**src/rtl/ljvs_pkg.sv**
```systemverilog
`default_nettype none

package ljvs_pkg;

    localparam int QW = 48;

    localparam logic signed [QW-1:0] Q_MAX = {1'b0, {(QW-1){1'b1}}};
    localparam logic signed [QW-1:0] Q_MIN = {1'b1, {(QW-1){1'b0}}};

    // Item modes.
    localparam logic MODE_LOAD = 1'b0;
    localparam logic MODE_STEP = 1'b1;

    // Configuration register indexes.
    localparam logic [1:0] REG_TIME_STEP = 2'd0;
    localparam logic [1:0] REG_REPULSIVE = 2'd1;
    localparam logic [1:0] REG_ATTRACTIVE = 2'd2;
    localparam logic [1:0] REG_INV_MASS = 2'd3;

    typedef struct packed {
        logic              mode;
        logic [1:0]        particle;
        logic signed [47:0] pos_x;
        logic signed [47:0] pos_y;
        logic signed [47:0] pos_z;
    } ljvs_in_t;

    typedef struct packed {
        logic signed [47:0] potential_energy;
        logic [46:0]        kinetic_energy;
        logic signed [47:0] total_energy;
        logic [62:0]        drift_sum;
    } ljvs_out_t;

    typedef struct packed {
        logic               start;
        logic signed [47:0] a;
        logic signed [47:0] b;
    } ljvs_mul_req_t;

    typedef struct packed {
        logic        start;
        logic [47:0] d;
    } ljvs_rcp_req_t;

    typedef struct packed {
        logic               done;
        logic signed [47:0] q;
    } ljvs_rsp_t;

    function automatic logic signed [47:0] sat49(input logic signed [48:0] s);
        logic signed [47:0] r;
        if (s[48] != s[47]) begin
            r = s[48] ? Q_MIN : Q_MAX;
        end else begin
            r = s[47:0];
        end
        return r;
    endfunction

    function automatic logic signed [47:0] add_sat(input logic signed [47:0] a,
                                                   input logic signed [47:0] b);
        logic signed [48:0] s;
        s = {a[47], a} + {b[47], b};
        return sat49(s);
    endfunction

    function automatic logic signed [47:0] sub_sat(input logic signed [47:0] a,
                                                   input logic signed [47:0] b);
        logic signed [48:0] s;
        s = {a[47], a} - {b[47], b};
        return sat49(s);
    endfunction

    // Halving that truncates toward zero.
    function automatic logic signed [47:0] half_tz(input logic signed [47:0] x);
        logic signed [47:0] s;
        s = x + 48'(x[47]);
        return s >>> 1;
    endfunction

endpackage

`default_nettype wire

```
**src/rtl/ljvs_recip.sv**
```systemverilog
`default_nettype none

// floor(2^64 / d) saturated to the largest Q16.32 value, one quotient bit per cycle.
module ljvs_recip
    import ljvs_pkg::*;
(
    input  wire            aclk,
    input  wire            aresetn,
    input  ljvs_rcp_req_t  req,
    output ljvs_rsp_t      rsp
);

    localparam logic [47:0] SAT_LIMIT = 48'h2_0000;

    logic [47:0]        d_reg;
    logic [48:0]        rem_reg;
    logic [45:0]        q_reg;
    logic [5:0]         cnt_reg;
    logic               busy_reg;
    logic               done_reg;
    logic signed [47:0] out_reg;

    logic [48:0] rem2;
    logic        ge;

    assign rem2 = {rem_reg[47:0], 1'b0};
    assign ge   = rem2 >= {1'b0, d_reg};

    always_ff @(posedge aclk) begin
        if (!aresetn) begin
            busy_reg <= 1'b0;
            done_reg <= 1'b0;
            cnt_reg  <= '0;
        end else begin
            done_reg <= 1'b0;
            if (req.start) begin
                if (req.d <= SAT_LIMIT) begin
                    done_reg <= 1'b1;
                end else begin
                    busy_reg <= 1'b1;
                    cnt_reg  <= 6'd47;
                end
            end else if (busy_reg) begin
                cnt_reg <= cnt_reg - 6'd1;
                if (cnt_reg == 6'd1) begin
                    busy_reg <= 1'b0;
                    done_reg <= 1'b1;
                end
            end
        end
    end

    always_ff @(posedge aclk) begin
        if (req.start) begin
            d_reg   <= req.d;
            rem_reg <= 49'(SAT_LIMIT);
            q_reg   <= '0;
            out_reg <= Q_MAX;
        end else if (busy_reg) begin
            rem_reg <= ge ? (rem2 - {1'b0, d_reg}) : rem2;
            q_reg   <= {q_reg[44:0], ge};
            if (cnt_reg == 6'd1) begin
                out_reg <= {1'b0, q_reg, ge};
            end
        end
    end

    assign rsp.done = done_reg;
    assign rsp.q    = out_reg;

endmodule

`default_nettype wire

```
**config.mk**
```make
export PLATFORM = sky130hd
export DESIGN_NAME = ljvs_recip
export DESIGN_NICKNAME = d
export VERILOG_FILES = /design/src/rtl/ljvs_pkg.sv /design/src/rtl/ljvs_recip.sv
export SDC_FILE = /design/constraint.sdc
export NUM_CORES = 1
export LEC_CHECK = 0
export BUFFER_PORTS_ARGS = -buffer_cell sky130_fd_sc_hd__buf_2
export CAP_MARGIN = 20
export CORE_MARGIN = 2
export CORE_UTILIZATION = 40
export DETAILED_ROUTE_END_ITERATION = 16
export GPL_TIMING_DRIVEN = 1
export MAX_ROUTING_LAYER = met4
export PLACE_DENSITY = 0.6
export SYNTH_ARGS = -nofsm -noshare
export SYNTH_HDL_FRONTEND = slang
export SYNTH_SLANG_ARGS = --single-unit
```
**constraint.sdc**
```tcl
create_clock -name aclk -period 4.2 [get_ports aclk]
set_input_delay 0.84 -clock aclk [delete_from_list [all_inputs] [get_ports aclk]]
set_output_delay 0.84 -clock aclk [all_outputs]
set_load 0.03 [all_outputs]
```
==> results.yml <==
cells_and_area:
  final-instance-count-excl-fill: 1485
  multiInputGateArea_um2: 5070
  antenna_cells: 0
  final_cell_area_um2: 11400
  layout-drive-gt1-share_pct: 13.3
  nets: 1250
  area_delta_synth_final_pct: 14.6
  final-seq-area_um2: 4430
  nFillCells: 2393
synthesis:
  synth-seq-area-share_pct: 44.3
  synth.area.top_cells: "dfxtp_1 (30%), edfxtp_1 (14%), ha_1 (6.3%)"
  synth-edff-count: 48
  avgSynthCellArea_um2: 9.22
  yosysMostFrequentCell: "dfxtp_1"
  yosysTopAreaCell: "dfxtp_1"
  yosysWarnings: 0
  async_flop_share_pct: 0
  ys.flop_type: "dfxtp_1"
  synth_top_area_share_pct: 29.9
  synth.distinct_cells: 63
  synth_cells: 1083
  synth_nets: 1185
  ys_ff_latch: 197
  syn_area_um2: 9990
  synth_common_cells: "dfxtp_1 (149), nor2_1 (146), a21oi_1 (78)"
detailed_routing:
  drc: 0
  postRouteAntennaNets: 0
  wl_um: 23400
  dr.pass1.iters: 5
  drt_iter0_drc: 376
  drt-vias-per-instance: 5.33
  wl_per_cell_um: 15.7
  vias: 7912
floorplan:
  rows: 57
  coreArea_um2: 24400
  die_h_um: 162
  die_area_um2: 26200
  die_w_um: 162
  start_util_pct: 40.9
  ios: 100
placed_design:
  routabilityCongestion: 0.921
  place_area_um2: 10800
  place_inst: 1452
  numPortBuffers: 98
  dp_hpwl_um: 16400
pwr:
  p_leak_nw: 4.70
  vdd.ir_drop.worst_mv: 0.270
  power_density_nw_per_um2: 427
worst_setup_path:
  slowest_delay_ns: 0.66
  rrSetupSlack_ns: 0.75
  start_kind: "flop"
  regToRegStartpoint: "d_reg[10]$_DFFE_PP_"
  cp_top_family: "compound AO/OA/AOI/OAI gates"
  r2r-end: "rem_reg[25]$_SDFFE_PP0P_"
  critPathCaptureType: "flop"
  crit_fanout: 25
  crit_buf_inv: 2
  r2r_cells: 12
  required_ns: 4.55
  cpMaxStageDelayCell: "o21ai_4"
  crit_arrival_ns: 3.80
  path_class: "reg2reg"
  cpMostUsedCell: "a21o_1"
  cp_cell_sequence: "inv_1 > ha_1 > a21o_1 > a21o_1 > a211oi_1 > a211o_1 > nand3_1 > o21ai_4 > buf_4 > nand2_1 > o211a_1 > nor3_1"
global_route:
  grt_pass1_vias: 7610
  grt_pass1_wl_um: 38000
  antenna_found_initial: 0
  overflow: 0
  grt_max_degree: 109
  grt_usage_pct: 18.4
cts:
  postCtsSetupRepairBufs: 0
  cts_resized: 0
  clockBufferDepth: 2
  cts.sinks: 197
  cts_root_buffer: "clkbuf_16"
  clk_latency_ns: 0.45
  path_clk_slew_ns: 0.08
  cts-buffers-inserted: 17
  hold_buffers: 0
  cts_tree: "done"
  htreeDepth: 4
worst_hold_path:
  hold_path.startpoint: "out_reg[15]$_SDFFE_PP1P_"
  whs_endpoint: "out_reg[15]$_SDFFE_PP1P_"
  min_path_type: "reg2reg"
  whs_path_depth: 1
sta:
  setup_viol: 0
  period_share_pct: 82.1
  hold_slack_ns: 0.481
  slew_violations: 0
  rsz0062_at_grt: "no"
  tns_ns: 0
  tightest_slew_ns: 0.814
  skew_ns: 0.0184
  clock.fmax_mhz: 290
  relSlewSlack_pct: 45.8
  min_period_ns: 3.45
  hold_viol: 0
run_status:
  status: "finished clean"
run:
  drv_cap: 0
-- kinds of logic after synthesis --
logic type | Yosys count | synth area share, %
muxes | 57 | 5.73
AOI/OAI and AO/OA | 284 | 19.7
buffers and inverters | 125 | 4.96
DFF | 197 | 44.3
other | 1 | 0.0375
adders and majority gates | 51 | 6.46
and+or+nand+nor | 323 | 14.9
xor gates and xnor gates | 45 | 3.95
-- routing by layer --
layer / vias up / global-route usage, % / part of all wire [%]
met4: 0 / 6.07 / 2.0
met3: 24 / 3.42 / 3.5
li1: 4030 / - / -
met1: 3731 / 23.0 / 48
met5: - / - / 0
met2: 127 / 30.1 / 47
-- final cells by class --
| cell class | count | area share (%) |
|---|---|---|
| clock buffers | 17 | 3.72 |
| clock inverters | 15 | 2.09 |
| inverters | 60 | 1.97 |
| multi-input cells | 761 | 44.3 |
| flip-flops and latches | 197 | 38.7 |
| well taps | 324 | 3.54 |
| repair buffers | 111 | 5.66 |
-- placed cells by master, fill, tap and decap left out, types with 21 or more instances in the layout --
master	count
dfxtp_1	148
nor2_1	146
buf_2	97
a21oi_1	78
nand2_1	63
inv_1	60
mux2i_1	56
ha_1	50
edfxtp_1	48
o22a_1	47
a211oi_1	36
xnor2_1	30
nor3_1	28
o21ai_0	26
a21o_1	21
-- worst max-delay path by stage --
stage	cells past startpoint	end	slack (ns)	startpoint
final	12	rem_reg[25]$_SDFFE_PP0P_	0.75	d_reg[10]$_DFFE_PP_
after global routing	11	rem_reg[28]$_SDFFE_PP0P_	0.47	d_reg[10]$_DFFE_PP_
after CTS	11	rem_reg[19]$_SDFFE_PP0P_	0.71	d_reg[10]$_DFFE_PP_
after detailed placement	11	rem_reg[19]$_SDFFE_PP0P_	0.75	d_reg[10]$_DFFE_PP_
after global placement	11	rem_reg[27]$_SDFFE_PP0P_	0.82	d_reg[10]$_DFFE_PP_
after floorplan	11	rem_reg[46]$_SDFFE_PP0P_	1.38	d_reg[0]$_DFFE_PP_
-- where the power goes --
group | leakage (nW) | internal [mW] | switching, mW | total [mW]
logic | 2.70 | 0.393 | 0.596 | 0.989
registers | 1.68 | 2.04 | 0.0678 | 2.11
clock network | 0.319 | 0.865 | 0.931 | 1.80
-- metrics by stage --
stage	util (%)	setup WS, ns	power [mW]
4_1_cts	46.8	0.709	4.94
3_3_place_gp	44.1	0.818	3.12
3_5_place_dp	44.1	0.748	3.13
6_report	46.9	0.754	4.89
5_1_grt	46.9	0.470	5.13
2_1_floorplan	-	1.38	2.88
(Power assumes the default switching activity.)
