<file path="config.mk">
export PLATFORM = sky130hd
export DESIGN_NAME = ljvs_mul
export DESIGN_NICKNAME = d
export VERILOG_FILES = /design/src/rtl/ljvs_pkg.sv /design/src/rtl/ljvs_mul.sv
export SDC_FILE = /design/constraint.sdc
export NUM_CORES = 2
export LEC_CHECK = 0
export ABC_CLOCK_PERIOD_IN_PS = 15800
export BUFFER_PORTS_ARGS = -buffer_cell sky130_fd_sc_hd__buf_4
export CAP_MARGIN = 0
export CORE_ASPECT_RATIO = 1.1
export CORE_UTILIZATION = 40
export DETAILED_ROUTE_END_ITERATION = 12
export SYNTH_ARGS = -nofsm -noshare
export SYNTH_HDL_FRONTEND = slang
export SYNTH_SLANG_ARGS = --single-unit
export TNS_END_PERCENT = 100
</file>
<file path="constraint.sdc">
create_clock -name aclk -period 15.8 [get_ports aclk]
set_input_delay 1.58 -clock aclk [delete_from_list [all_inputs] [get_ports aclk]]
set_output_delay 1.58 -clock aclk [all_outputs]
set_load 0.05 [all_outputs]
</file>
<file path="src/rtl/ljvs_pkg.sv">
`default_nettype none

package ljvs_pkg;

    localparam int QW = 48;

    localparam logic signed [QW-1:0] Q_MAX = {1'b0, {(QW-1){1'b1}}};
    localparam logic signed [QW-1:0] Q_MIN = {1'b1, {(QW-1){1'b0}}};

    // Item modes.
    localparam logic MODE_LOAD = 1'b0;
    localparam logic MODE_STEP = 1'b1;

    // Configuration register indexes.
    localparam logic [1:0] REG_TIME_STEP = 2'd0;
    localparam logic [1:0] REG_REPULSIVE = 2'd1;
    localparam logic [1:0] REG_ATTRACTIVE = 2'd2;
    localparam logic [1:0] REG_INV_MASS = 2'd3;

    typedef struct packed {
        logic              mode;
        logic [1:0]        particle;
        logic signed [47:0] pos_x;
        logic signed [47:0] pos_y;
        logic signed [47:0] pos_z;
    } ljvs_in_t;

    typedef struct packed {
        logic signed [47:0] potential_energy;
        logic [46:0]        kinetic_energy;
        logic signed [47:0] total_energy;
        logic [62:0]        drift_sum;
    } ljvs_out_t;

    typedef struct packed {
        logic               start;
        logic signed [47:0] a;
        logic signed [47:0] b;
    } ljvs_mul_req_t;

    typedef struct packed {
        logic        start;
        logic [47:0] d;
    } ljvs_rcp_req_t;

    typedef struct packed {
        logic               done;
        logic signed [47:0] q;
    } ljvs_rsp_t;

    function automatic logic signed [47:0] sat49(input logic signed [48:0] s);
        logic signed [47:0] r;
        if (s[48] != s[47]) begin
            r = s[48] ? Q_MIN : Q_MAX;
        end else begin
            r = s[47:0];
        end
        return r;
    endfunction

    function automatic logic signed [47:0] add_sat(input logic signed [47:0] a,
                                                   input logic signed [47:0] b);
        logic signed [48:0] s;
        s = {a[47], a} + {b[47], b};
        return sat49(s);
    endfunction

    function automatic logic signed [47:0] sub_sat(input logic signed [47:0] a,
                                                   input logic signed [47:0] b);
        logic signed [48:0] s;
        s = {a[47], a} - {b[47], b};
        return sat49(s);
    endfunction

    // Halving that truncates toward zero.
    function automatic logic signed [47:0] half_tz(input logic signed [47:0] x);
        logic signed [47:0] s;
        s = x + 48'(x[47]);
        return s >>> 1;
    endfunction

endpackage

`default_nettype wire

</file>
<file path="src/rtl/ljvs_mul.sv">
`default_nettype none

// Saturating Q16.32 multiply built from four 24x24 partial products.
module ljvs_mul
    import ljvs_pkg::*;
(
    input  wire            aclk,
    input  wire            aresetn,
    input  ljvs_mul_req_t  req,
    output ljvs_rsp_t      rsp
);

    logic [47:0]        am_reg, bm_reg;
    logic               neg_reg;
    logic [95:0]        acc_reg;
    logic [2:0]         step_reg;
    logic               busy_reg;
    logic               done_reg;
    logic signed [47:0] q_reg;

    logic [23:0] pa, pb;
    logic [47:0] part;
    logic [95:0] part_sh;
    logic        big;
    logic [47:0] mag;

    always_comb begin
        pa = am_reg[23:0];
        pb = bm_reg[23:0];
        part_sh = '0;
        case (step_reg)
            3'd0: begin pa = am_reg[23:0];  pb = bm_reg[23:0];  end
            3'd1: begin pa = am_reg[23:0];  pb = bm_reg[47:24]; end
            3'd2: begin pa = am_reg[47:24]; pb = bm_reg[23:0];  end
            default: begin pa = am_reg[47:24]; pb = bm_reg[47:24]; end
        endcase
        part = 48'(pa) * 48'(pb);
        case (step_reg)
            3'd0: part_sh = 96'(part);
            3'd1, 3'd2: part_sh = 96'(part) << 24;
            default: part_sh = 96'(part) << 48;
        endcase
    end

    assign big = |acc_reg[95:79];
    assign mag = {1'b0, acc_reg[78:32]};

    always_ff @(posedge aclk) begin
        if (!aresetn) begin
            busy_reg <= 1'b0;
            done_reg <= 1'b0;
            step_reg <= '0;
        end else begin
            done_reg <= 1'b0;
            if (req.start) begin
                busy_reg <= 1'b1;
                step_reg <= '0;
            end else if (busy_reg) begin
                if (step_reg == 3'd4) begin
                    busy_reg <= 1'b0;
                    done_reg <= 1'b1;
                end
                step_reg <= step_reg + 3'd1;
            end
        end
    end

    always_ff @(posedge aclk) begin
        if (req.start) begin
            am_reg  <= req.a[47] ? (~req.a + 48'd1) : req.a;
            bm_reg  <= req.b[47] ? (~req.b + 48'd1) : req.b;
            neg_reg <= req.a[47] ^ req.b[47];
            acc_reg <= '0;
        end else if (busy_reg) begin
            if (step_reg == 3'd4) begin
                if (neg_reg) begin
                    q_reg <= big ? Q_MIN : (~mag + 48'd1);
                end else begin
                    q_reg <= big ? Q_MAX : mag;
                end
            end else begin
                acc_reg <= acc_reg + part_sh;
            end
        end
    end

    assign rsp.done = done_reg;
    assign rsp.q    = q_reg;

endmodule

`default_nettype wire

</file>
==> impl_summary.txt <==
----------------------------------------------------
[CTS]
  Number of buffers inserted by post-CTS setup repair ... 0
  CTS Root Buffer Type ... sky130_fd_sc_hd__clkbuf_16
  CTS tree ... built
  Number of hold-repair buffers added at the cts stage ... 0
  Number of buffers added by the clock tree synthesis step ... 28
  Largest buffer count on any clock path ... 3
  Clock-pin transition on the worst setup and hold timing paths ... 0.06 ns
  Clock sink count ... 246
  Worst skew pair latency ... 0.61 ns
  H-tree Lvls ... 1
  Number of cells upsized or downsized after cts ... 0

[Global route]
  Total routing usage reported by global routing ... 25.4%
  Number of antenna violations at the first check in global routing ... 3
  Vias in the first global route ... 31400
  Global-route wire length before repair ... 184000 µm
  Maximum number of pins on one net before global-route repair ... 75
  Aggregate global routing overflow ... 0

[Final layout]
  Number of fillers in the final layout ... 9093
  Max reg flops ... 96
  ANT cells ... 0
  Nets@finish ... 5267
  Area overhead of the layout relative to synthesis ... 8.81%
  Share of final-layout standard cells stronger than drive strength 1 ... 8.31%

[Timing]
  Time the worst path needs with I/O delays and setup ... 12.87 ns
  Setup repair after global routing missed its margin ... false
  Final setup vio count ... 0
  Worst rel slew slack ... 18.8%
  Fmax ... 0.0777 GHz
  Number of hold-slack violations in the final timing report ... 0
  Tightest Pin Transition ... 1.19 ns
  Worst setup skew after layout ... 0.0349 ns
  Part of the cycle the worst path needs ... 81.5%
  Slew Limit Fails ... 0
  Sum of negative setup slack ... 0 ns

[Die]
  Number of rows created at floorplan ... 116
  Starting Density ... 40.6%
  Placeable core region ... 91600 µm²
  Die Y ... 322 µm
  Die width ... 293 µm
  I/O pins ... 148
  Die Outline Area ... 94200 µm²

[Logic synthesis]
  Mapped Cells ... 4391
  Number of flops mapped to enable cells by yosys ... 145
  Most area-hungry cell type in the Yosys netlist ... sky130_fd_sc_hd__fa_1
  Async set-or-reset flop fraction in the synthesized netlist ... 0%
  Number of warnings issued by yosys ... 0
  Post-synthesis instance area ... 37200 µm²
  Net Count, Synth ... 5249
  Register bit total from synthesis ... 246
  Leading cell types by total area after synthesis ... sky130_fd_sc_hd__fa_1 (26%), sky130_fd_sc_hd__edfxtp_1 (12%), sky130_fd_sc_hd__ha_1 (9.3%)
  Synth top area share ... 26.0%
  Sequential fraction of the synthesis area ... 17.1%
  Ranking of synthesized cells by instance count ... sky130_fd_sc_hd__inv_1 (616), sky130_fd_sc_hd__nand2_1 (602), sky130_fd_sc_hd__fa_1 (483)
  Most used flip-flop cell after synthesis ... sky130_fd_sc_hd__edfxtp_1
  Avg Cell Area, Syn ... 8.47 µm²
  Top-count cell post-synth ... sky130_fd_sc_hd__inv_1
  Count of unique library cells instantiated by Yosys ... 83

[Worst setup path]
  Slowest cell on crit path ... sky130_fd_sc_hd__mux2i_1
  Category of the worst setup path launch point ... register
  Worst endpoint required time ... 16.25 ns
  Signal arrival time at the worst endpoint ... 13.32 ns
  Worst Path Class, Setup ... reg2reg
  Slowest stage delay, CP ... 1.00 ns
  Depth of the most critical reg-to-reg path ... 39
  Most common cell type on the critical path ... sky130_fd_sc_hd__fa_1
  Largest driver fanout on the critical path ... 48
  Critical Path End Type ... register

[Drt]
  DR pass1 iterations ... 6
  Routed wire length ... 120000 µm
  Number of remaining DRC errors ... 0
  Starting DRC count in detailed routing ... 2467
  WL/cell ... 21.1 µm
  Via-per-instance ratio ... 5.61
  Total number of vias ... 31800
  Antenna viol nets, final ... 0

[Worst hold path]
  Number of cells on the worst hold path ... 2
  Type of the worst min-delay path ... reg2reg

[Run status]
  Result of the run ... complete, no violations

[Placement]
  Weighted congestion at the end of routability-driven global placement ... 0.966
  Placed wire-length estimate after detailed placement ... 96900 µm
  Input/output buffers ... 147

[Job]
  Max-cap check violation count ... 0

----------------------------------------------------
==> worst paths after layout <==
kind,from,to,slack [ns]
max,step_reg[0],acc_reg[91],2.93
min,acc_reg[23],acc_reg[23],0.46
max reg2reg,step_reg[0],acc_reg[91],2.93
min reg2reg,acc_reg[23],acc_reg[23],0.46
==> final cells by class <==
cell class,count,area (µm²),share of cell area [%]
multi-input cells,3312,27800,68.6
flip-flops and latches,246,6380,15.8
inverters,616,2310,5.71
well taps,1239,1550,3.83
repair buffers,205,1540,3.81
clock buffers,40,776,1.92
clock inverters,11,130,0.322
==> metrics by stage <==
stage	utilization, %	setup WS [ns]	area, µm²	hold slack [ns]	cells
after floorplan	-	4.73	37200	0.436	4391
after global placement	43.2	3.30	39500	0.442	5618
after detailed placement	43.2	2.97	39500	0.451	5618
after CTS	44.2	2.93	40500	0.460	5669
after global routing	44.2	2.17	40500	0.471	5669
final	44.2	2.93	40500	0.456	5669
==> logic make-up (layout without fill, tap and decap cells) <==
group                    count (synthesis)  after routing  share of synthesized area [%]
AND/OR/NAND/NOR                       1417           1417                           17.0
buffers and inverters                  833            872                           8.45
multiplexers                            92             92                           2.63
flip-flops                             246            246                           17.1
XOR/XNOR                               226            226                           5.32
adder cells (fa/ha/maj)                759            759                           35.3
AO/OA/AOI/OAI                          818            818                           14.1
==> cell usage in the layout (no fill, tap or decap), types with 28 or more instances in the layout <==
master and count:
sky130_fd_sc_hd__inv_1 616, sky130_fd_sc_hd__nand2_1 601, sky130_fd_sc_hd__fa_1 483, sky130_fd_sc_hd__nor2_1 435, sky130_fd_sc_hd__ha_1 276, sky130_fd_sc_hd__a21oi_1 230
sky130_fd_sc_hd__buf_4 204, sky130_fd_sc_hd__o21ai_0 174, sky130_fd_sc_hd__xnor2_1 155, sky130_fd_sc_hd__edfxtp_1 145, sky130_fd_sc_hd__a21o_1 104, sky130_fd_sc_hd__dfxtp_1 101
sky130_fd_sc_hd__xor2_1 71, sky130_fd_sc_hd__nand4_1 57, sky130_fd_sc_hd__nor3_1 50, sky130_fd_sc_hd__mux2_2 46, sky130_fd_sc_hd__or3_1 41, sky130_fd_sc_hd__o22ai_1 40
sky130_fd_sc_hd__nand3_1 38, sky130_fd_sc_hd__o31ai_1 38, sky130_fd_sc_hd__mux2i_1 32, sky130_fd_sc_hd__and2_1 30, sky130_fd_sc_hd__clkbuf_16 28
==> layer usage <==
layer	vias up	wire length, µm	track usage, %
met1	15800	50500	34.1
met5	-	13	0
met2	1171	55100	40.9
met3	244	9100	4.15
li1	14600	-	-
met4	2	4940	9.75
==> critical path: cells and delay by family (launching register included) <==
family          cells  cell delay, ns
xor+xnor            1            0.17
flops               1            0.39
compound gates     12            2.89
simple gates        9            2.77
mux                 1            1.00
fa+ha+maj          10            4.58
buf+inv             6            0.88
Power is not shown: default switching activity piles up to over one toggle a cycle in this logic, so the estimate is an artifact.
